`src/rtl/core/hnb_pkg.sv`:
```
// Shared types and constants for the height map normal baker.
// No dependencies; imported by every other file of the block but hnb_ram.
`timescale 1ns / 1ps
`default_nettype none

package hnb_pkg;

    localparam int SAMPLE_W   = 16;  // raw height sample
    localparam int SIZE_W     = 13;  // map_width / map_height registers
    localparam int WORLD_W    = 31;  // world size registers, unsigned Q15.16
    localparam int HGT_W      = 32;  // height_low / height_high, signed Q16.16
    localparam int CFG_DATA_W = 32;
    localparam int IDX_W      = 3;
    localparam int WORD_W     = 32;
    localparam int CH_W       = 10;
    localparam int QUEUE_DEPTH = 4;
    localparam int QUEUE_AW    = 2;

    localparam logic [1:0]      ALPHA  = 2'd3;
    localparam logic [CH_W-1:0] CH_MID = 10'd511;   // channel value of a zero normal
    localparam logic [CH_W-1:0] CH_MAX = 10'd1023;

    typedef enum logic [IDX_W-1:0] {
        REG_MAP_WIDTH  = 3'd0,
        REG_MAP_HEIGHT = 3'd1,
        REG_WORLD_X    = 3'd2,
        REG_WORLD_Z    = 3'd3,
        REG_HEIGHT_LO  = 3'd4,
        REG_HEIGHT_HI  = 3'd5
    } t_reg_idx;

    // configuration as seen by the back end (sizes already clamped)
    typedef struct packed {
        logic [SIZE_W-1:0]       width;
        logic [SIZE_W-1:0]       height;
        logic [WORLD_W-1:0]      world_x;
        logic [WORLD_W-1:0]      world_z;
        logic signed [HGT_W-1:0] lo;
        logic signed [HGT_W-1:0] hi;
    } t_cfg;

    // one normal to compute: four neighbor samples plus flags
    typedef struct packed {
        logic [SAMPLE_W-1:0] raw_l;
        logic [SAMPLE_W-1:0] raw_r;
        logic [SAMPLE_W-1:0] raw_u;
        logic [SAMPLE_W-1:0] raw_d;
        logic                span_x2;   // left/right are two pixels apart
        logic                span_z2;   // up/down are two rows apart
        logic                frame_end;
        logic                last;
    } t_job;

    function automatic logic signed [31:0] sat32(input logic signed [34:0] v);
        if (v > 35'sd2147483647) begin
            return 32'sh7FFF_FFFF;
        end else if (v < -35'sd2147483648) begin
            return 32'sh8000_0000;
        end else begin
            return v[31:0];
        end
    endfunction

endpackage

`default_nettype wire

```
`src/rtl/core/hnb_queue.sv`:
```
// Small job queue between front and back end.
// Uses hnb_pkg.
`timescale 1ns / 1ps
`default_nettype none

module hnb_queue (
    input  logic          i_clk,
    input  logic          i_rst_n,
    input  logic          i_push_valid,
    output logic          o_push_ready,
    input  hnb_pkg::t_job i_push,
    output logic          o_pop_valid,
    input  logic          i_pop_ready,
    output hnb_pkg::t_job o_pop
);

    import hnb_pkg::*;

    t_job r_slot [QUEUE_DEPTH];
    logic [QUEUE_AW:0] r_wptr, r_rptr;
    logic full, empty;

    assign empty = (r_wptr == r_rptr);
    assign full  = (r_wptr[QUEUE_AW] != r_rptr[QUEUE_AW])
                && (r_wptr[QUEUE_AW-1:0] == r_rptr[QUEUE_AW-1:0]);
    assign o_push_ready = !full;
    assign o_pop_valid  = !empty;
    assign o_pop        = r_slot[r_rptr[QUEUE_AW-1:0]];

    always_ff @(posedge i_clk) begin
        if (i_push_valid && !full) begin
            r_slot[r_wptr[QUEUE_AW-1:0]] <= i_push;
        end
    end

    always_ff @(posedge i_clk) begin
        if (!i_rst_n) begin
            r_wptr <= '0;
            r_rptr <= '0;
        end else begin
            if (i_push_valid && !full) begin
                r_wptr <= r_wptr + 1'b1;
            end
            if (i_pop_ready && !empty) begin
                r_rptr <= r_rptr + 1'b1;
            end
        end
    end

endmodule

`default_nettype wire

```
`config.mk`:
```
export PLATFORM = sky130hd
export DESIGN_NAME = hnb_queue
export DESIGN_NICKNAME = d
export VERILOG_FILES = /design/src/rtl/core/hnb_pkg.sv /design/src/rtl/core/hnb_queue.sv
export SDC_FILE = /design/constraint.sdc
export NUM_CORES = 1
export LEC_CHECK = 0
export BUFFER_PORTS_ARGS = -buffer_cell sky130_fd_sc_hd__buf_2
export CORE_UTILIZATION = 34
export DETAILED_ROUTE_END_ITERATION = 10
export GPL_ROUTABILITY_DRIVEN = 0
export RECOVER_POWER = 50
export SYNTH_ARGS = -nofsm -noshare
export SYNTH_HDL_FRONTEND = slang
export SYNTH_SLANG_ARGS = --single-unit
```
`constraint.sdc`:
```
create_clock -name i_clk -period 4.92 [get_ports i_clk]
set_clock_uncertainty 0.15 [all_clocks]
set_input_delay 0.492 -clock i_clk [delete_from_list [all_inputs] [get_ports i_clk]]
set_output_delay 0.492 -clock i_clk [all_outputs]
set_load 0.05 [all_outputs]
```
==> impl_metrics.py, run 1 <==
metrics = {
    "clock_tree": {
        "cts_buffers": 30,
        "cts_tree": "done",
        "cts_hold_buffers": 43,
        "cts_sinks": 280,
        "clk_pin_slew_ns": 0.06,
        "cts_root_buffer": "clkbuf_16",
        "clkLatencyLatePin_ns": 0.54,
        "cts_resized": 0,
        "h-tree-depth": 1,
        "cts_setup_buffers": 0,
        "clockBufferDepth": 3,
    },
    "yosys": {
        "synth_top_area_cell": "edfxtp_1",
        "yosys.area.top_type_share": 0.7866,
        "synth-xor-area-share": 0.005061,
        "synth_cell_types": 30,
        "synthTopCellsByArea": "edfxtp_1, mux4_2, dfxtp_1",
        "yosysWarnings": 0,
        "synth_simple_gate_area_frac": 0.01253,
        "synth-seq-cells": 280,
        "synth_cells": 424,
        "synth-seq-area-share": 0.8020,
        "synthesis.area_um2": 10380,
        "synthAdderAreaFrac": 0.006025,
        "syn_area_per_cell_um2": 24.49,
        "synth_compound_area_frac": 0.01265,
        "synth_fp_nets": 501,
        "synth_top_family_by_area": "multiplexers",
        "synthMuxAreaShare": 0.1482,
    },
    "grt": {
        "grt_use_total": 0.1320,
        "met3_usage": 0.03608,
        "antenna_found_initial": 4,
        "grt_max_degree": 69,
        "busiest_layer": "met2",
        "grtUsageMet2": 0.2312,
        "grtUsageMet1": 0.1600,
        "grt_pass1_vias": 5539,
        "grt_pass1_wl_um": 31280,
        "grt_overflow": 0,
    },
    "status": {
        "violations": "max-capacitance violations, max-slew violations",
        "outcome": "finished with violations",
    },
    "placed_design": {
        "dpl.hpwl_um": 11280,
        "pre_cts_ws_ns": 1.952,
        "postPlaceCellArea_um2": 11500,
        "portBuffers": 141,
    },
    "route": {
        "ant_nets": 0,
        "wl_per_cell_um": 19.50,
        "routed_wl_um": 20220,
        "vias": 5036,
        "drt_iter0_drc": 258,
        "routed_via_density": 4.856,
        "drc": 0,
        "drt-pass1-iter-count": 5,
    },
    "timing": {
        "fin_crit_sh": 0.6903,
        "tightest_slew_ns": 2.186,
        "worst_slack_ns": 1.524,
        "fmax_ghz": 0.2945,
        "drv_slew": 69,
        "fin_crit_ns": 3.396,
        "setup_tns_ns": 0,
        "rsz0062_at_grt": "false",
        "finalHoldViolations": 0,
        "relSlewSlack": -0.4573,
        "setup_viol": 0,
    },
    "die": {
        "die_area_um2": 31240,
        "num_rows": 63,
        "die-height_um": 176.8,
        "die_w_um": 176.8,
        "fp.coreArea_um2": 29870,
        "io_pins": 142,
        "start_util": 0.3476,
    },
    "setup_path": {
        "cp_top_family": "flip-flops",
        "slowest_stage": "dfxtp_4",
        "r2r_slack_ns": 1.54,
        "reg2regPathDepth": 4,
        "path_cells": "buf_4 -> mux4_2 -> buf_2",
        "crit_fanout": 49,
        "critPathKind": "flop to output pin",
        "startpoint_type": "flop",
        "critPathBufInv": 2,
        "crit_path_end_kind": "output pin",
        "required_ns": 4.28,
        "cp.arrival_ns": 2.75,
        "reg2reg_to": "r_slot[3][2]",
        "r2r-start": "r_wptr[0]",
        "max_stage_delay_ns": 1.03,
    },
    "min_path": {
        "worst_hold_path.endpoint": "r_slot[1][52]",
        "hp-start": "i_push[52]",
        "hold_class": "input pin to flop",
        "whs_path_depth": 1,
    },
    "power_and_ir_drop": {
        "p_leak_nw": 4.139,
        "power.total_w": 0.007677,
        "powerDensity_nw_per_um2": 598.6,
        "ir_drop_uv": 330.8,
    },
    "job": {
        "drv_cap": 1,
    },
    "cells_and_area": {
        "drive_above_1_share": 0.2930,
        "post-route-cell-area_um2": 12820,
        "fillCellCount": 2603,
        "nets": 702,
        "syn2layout_area_growth_pct": 23.51,
    },
}
## state kept, by name (all words and copies together) (netlist names), named ones only
signal and cells:
r_rptr 3, r_slot 272, r_wptr 3
## through the flow
step,util,std cells,hold WS [ns]
detailed placement,0.3851,940,0.4028
CTS,0.4321,1035,0.00003397
floorplan,-,424,0.3514
finish,0.4293,1037,0.07906
global placement,0.3851,940,0.3771
global route,0.4292,1036,0.07312
## kinds of logic after synthesis
group                      after synthesis
buffers and inverters                   23
xor gates and xnor gates                 6
muxes                                   68
adders and majority gates                5
and+or+nand+nor                         23
AOI/OAI and AO/OA                       19
DFF                                    280
## final cells by class
| cell class | instances | area (µm²) | area share |
|---|---|---|---|
| flip-flops and latches | 280 | 8335 | 0.6500 |
| well taps | 390 | 488.0 | 0.03805 |
| repair buffers | 187 | 1069 | 0.08332 |
| inverters | 5 | 18.77 | 0.001463 |
| multi-input cells | 121 | 1934 | 0.1508 |
| clock inverters | 15 | 176.4 | 0.01376 |
| clock buffers | 37 | 798.3 | 0.06224 |
| diodes | 2 | 5.005 | 0.0003902 |
## worst max path at each step
stage | from | end | slack, ns | cells past startpoint
4_1_cts | flop | o_pop[12] | 1.39 | 3
6_report | flop | o_pop[15] | 1.52 | 3
5_1_grt | flop | o_pop[15] | 1.27 | 3
3_3_place_gp | flop | o_pop[9] | 1.99 | 3
3_5_place_dp | flop | o_pop[12] | 1.95 | 3
2_1_floorplan | r_wptr[0] | r_slot[3][0] | 0.10 | 3
## cells in the mapped netlist, drive strengths merged
library cell,instances
nand3,3
a21oi,3
nor2,1
nand3b,4
o31a,1
inv,5
a211o,4
xnor2,3
and3,1
nand2,5
a41oi,2
ha,5
xor2,3
o21ai,4
and2,4
clkbuf,6
a211oi,1
dfxtp,8
buf,12
mux4,68
a31oi,2
nor3,2
o211ai,2
edfxtp,272
or4,1
nand4,2
## cell usage in the layout (no fill, tap or decap), drive strengths merged, types with 2 or more instances in the layout
| cell type | count |
|---|---|
| xnor2 | 3 |
| o21ai | 4 |
| edfxtp | 272 |
| clkinv | 9 |
| clkbuf | 108 |
| dfxtp | 8 |
| mux4 | 68 |
| ha | 5 |
| a21oi | 3 |
| nand3 | 3 |
| nand2 | 5 |
| xor2 | 3 |
| dlygate4sd3 | 43 |
| nor3 | 2 |
| buf | 73 |
| bufinv | 4 |
| a31oi | 2 |
| a41oi | 2 |
| nand3b | 4 |
| a211o | 4 |
| o211ai | 2 |
| inv | 6 |
| diode | 2 |
| nand4 | 2 |
| and2 | 4 |
## power by group
group	leakage (nW)	switching (W)	internal [W]
combinational	1.10	0.00154	0.000653
sequential	2.56	0.000228	0.00304
clock	0.476	0.000866	0.00135
## metal layers
layer	routed length (µm)	part of all wire	vias to the layer above
li1	-	-	2217
met1	8297	0.41	2630
met4	483	0.024	4
met5	27	0.0013	-
met2	10200	0.50	143
met3	1218	0.060	42
Power figures use the tool's default switching activity.
==> run 2, diff against run 1 <==
--- a/config.mk
+++ b/config.mk
@@ -5,6 +5,7 @@
 export SDC_FILE = /design/constraint.sdc
 export NUM_CORES = 1
 export LEC_CHECK = 0
+export ABC_AREA = 1
 export BUFFER_PORTS_ARGS = -buffer_cell sky130_fd_sc_hd__buf_2
 export CORE_UTILIZATION = 34
 export DETAILED_ROUTE_END_ITERATION = 10
==> constraint.sdc (replaced) <==
create_clock -name i_clk -period 3.15 [get_ports i_clk]
set_clock_uncertainty 0.15 [all_clocks]
set_input_delay 0.315 -clock i_clk [delete_from_list [all_inputs] [get_ports i_clk]]
set_output_delay 0.315 -clock i_clk [all_outputs]
set_load 0.05 [all_outputs]
==> impl_metrics.py, run 2 <==
metrics = {
    "grt": {
        "grt_overflow": 0,
        "grt_pass1_wl_um": 33350,
        "grt_pass1_vias": 6171,
        "antenna_found_initial": 1,
        "grt_max_degree": 137,
        "grt_use_total": 0.1368,
    },
    "power_and_ir_drop": {
        "powerDensity_nw_per_um2": 746.0,
        "power.total_w": 0.009882,
        "ir_drop_uv": 453.2,
        "p_leak_nw": 4.530,
    },
    "die": {
        "fp.coreArea_um2": 30510,
        "die-height_um": 177.9,
        "die_area_um2": 31660,
        "start_util": 0.3449,
        "die_w_um": 177.9,
        "io_pins": 142,
        "num_rows": 64,
    },
    "cells_and_area": {
        "syn2layout_area_growth_pct": 25.87,
        "drive_above_1_share": 0.1427,
        "final_common_cell": "edfxtp_1",
        "fin_util": 0.4342,
        "layout_common_cells": "edfxtp_1, nor2_1, o21ai_0",
        "largest_reg_flops": 272,
        "post-route-cell-area_um2": 13250,
        "nets": 1020,
    },
    "yosys": {
        "synth_cell_types": 20,
        "synth_common_cells": "edfxtp_1, nor2_1, o21ai_0, o22ai_1, nand2_1",
        "synth-seq-area-share": 0.7913,
        "yosysWarnings": 0,
        "yosys.area.top_type_share": 0.7761,
        "syn_area_per_cell_um2": 14.44,
        "synth_flop_cell": "edfxtp_1",
        "synth-seq-cells": 280,
        "synth.most_common_cell": "edfxtp_1",
        "synth_fp_nets": 806,
        "synthArstFlopShare": 0,
        "synthTopCellsByArea": "edfxtp_1, o21ai_0, nor2_1",
        "synth_top_area_cell": "edfxtp_1",
        "synth_edf_count": 272,
        "synthesis.area_um2": 10520,
        "synth_cells": 729,
    },
    "timing": {
        "fmax_ghz": 0.3713,
        "setup_viol": 0,
        "rsz0062_at_grt": "false",
        "fin_crit_sh": 0.8550,
        "fin_crit_ns": 2.693,
        "setup_tns_ns": 0,
        "tightest_slew_ns": 1.152,
        "drv_slew": 0,
        "relSlewSlack": 0.2322,
        "finalHoldViolations": 0,
        "hold_slack_ns": 0.09596,
    },
    "setup_path": {
        "required_ns": 3.15,
        "crit_fanout": 68,
        "crit_path_end_kind": "flop",
        "critPathKind": "flop to flop",
        "cp.arrival_ns": 2.69,
        "max_stage_delay_ns": 0.91,
        "slowest_stage": "clkbuf_4",
        "worst_path_most_repeated_cell": "nand2_1",
        "path_cells": "inv_1 -> nand2_1 -> nand2_1 -> nand3_1 -> nand2_1 -> nor2_4 -> clkbuf_4",
        "startpoint_type": "flop",
    },
    "clock_tree": {
        "cts_resized": 0,
        "h-tree-depth": 1,
        "clkLatencyLatePin_ns": 0.54,
        "cts_hold_buffers": 70,
        "clk_pin_slew_ns": 0.06,
        "cts_root_buffer": "clkbuf_16",
        "cts_buffers": 30,
        "cts_tree": "done",
        "cts_sinks": 280,
        "cts_setup_buffers": 0,
        "clockBufferDepth": 3,
    },
    "min_path": {
        "hold_class": "input pin to flop",
    },
    "route": {
        "routed_via_density": 4.771,
        "drt-pass1-iter-count": 4,
        "drc": 0,
        "drt_iter0_drc": 410,
        "met3_length_um": 1353,
        "wl_per_cell_um": 16.15,
        "routed_wl_um": 22030,
        "met2_length_um": 10450,
        "met1_length_um": 9723,
        "ant_nets": 0,
        "highest_layer": "met4",
        "vias": 6508,
    },
    "placed_design": {
        "dpl.hpwl_um": 11650,
        "portBuffers": 141,
        "postPlaceCellArea_um2": 11660,
    },
    "status": {
        "outcome": "complete, no violations",
    },
    "job": {
        "drv_cap": 0,
    },
}
==> run 2: final cells by class <==
cell class / instances / area, µm²
antenna: 1 / 2.502
clock buffer: 36 / 794.5
clock inverter: 20 / 202.7
fill: 2730 / 17260
inverter: 14 / 58.81
multi-input combinational: 392 / 1883
sequential: 280 / 8333
tap: 396 / 495.5
timing repair buffer: 225 / 1476
==> run 2: cell families (layout without fill, tap and decap cells) <==
family,after synthesis,after routing,synth area share
compound gates,205,205,0.1056
fa+ha+maj,5,5,0.005945
buf+inv,57,295,0.03044
flops,280,280,0.7913
other cells,0,1,0
simple gates,182,182,0.06670
==> run 2: routing by layer <==
metal	track usage	vias up
met5	0	-
met4	0.03811	0
li1	-	3149
met1	0.1801	3160
met3	0.03213	33
met2	0.2249	166
==> run 2: path summary, 6_finish.rpt <==
path / depth (start not counted) / slack (ns) / endpoint / start
hold / removal: 6 / 0.1 / r_wptr[2] / i_push_valid
setup / recovery: 7 / 0.46 / r_slot[2][47] / r_wptr[0]
setup reg to reg: 7 / 0.46 / r_slot[2][47] / r_wptr[0]
hold reg to reg: 2 / 0.41 / r_rptr[2] / r_rptr[2]
==> run 2: stage by stage <==
| stage | setup slack (ns) | instances |
|---|---|---|
| 3_5_place_dp | 0.9507 | 1237 |
| 5_1_grt | 0.2369 | 1364 |
| 4_1_cts | 0.4734 | 1363 |
| 2_1_floorplan | -0.2167 | 729 |
| 3_3_place_gp | 1.014 | 1237 |
| 6_report | 0.4566 | 1364 |
==> run 2: worst max-delay path, delay by kind of cell (launching register included) <==
kind          cells  cell delay (ns)
buf+inv           2             1.03
flops             1             0.40
simple gates      5             0.69
==> run 2: power by group <==
part	switching [W]	total, W	internal [W]
combinational	0.00160	0.00207	0.000473
sequential	0.0000427	0.00433	0.00429
clock	0.00136	0.00347	0.00211
total	0.00300	0.00988	0.00688
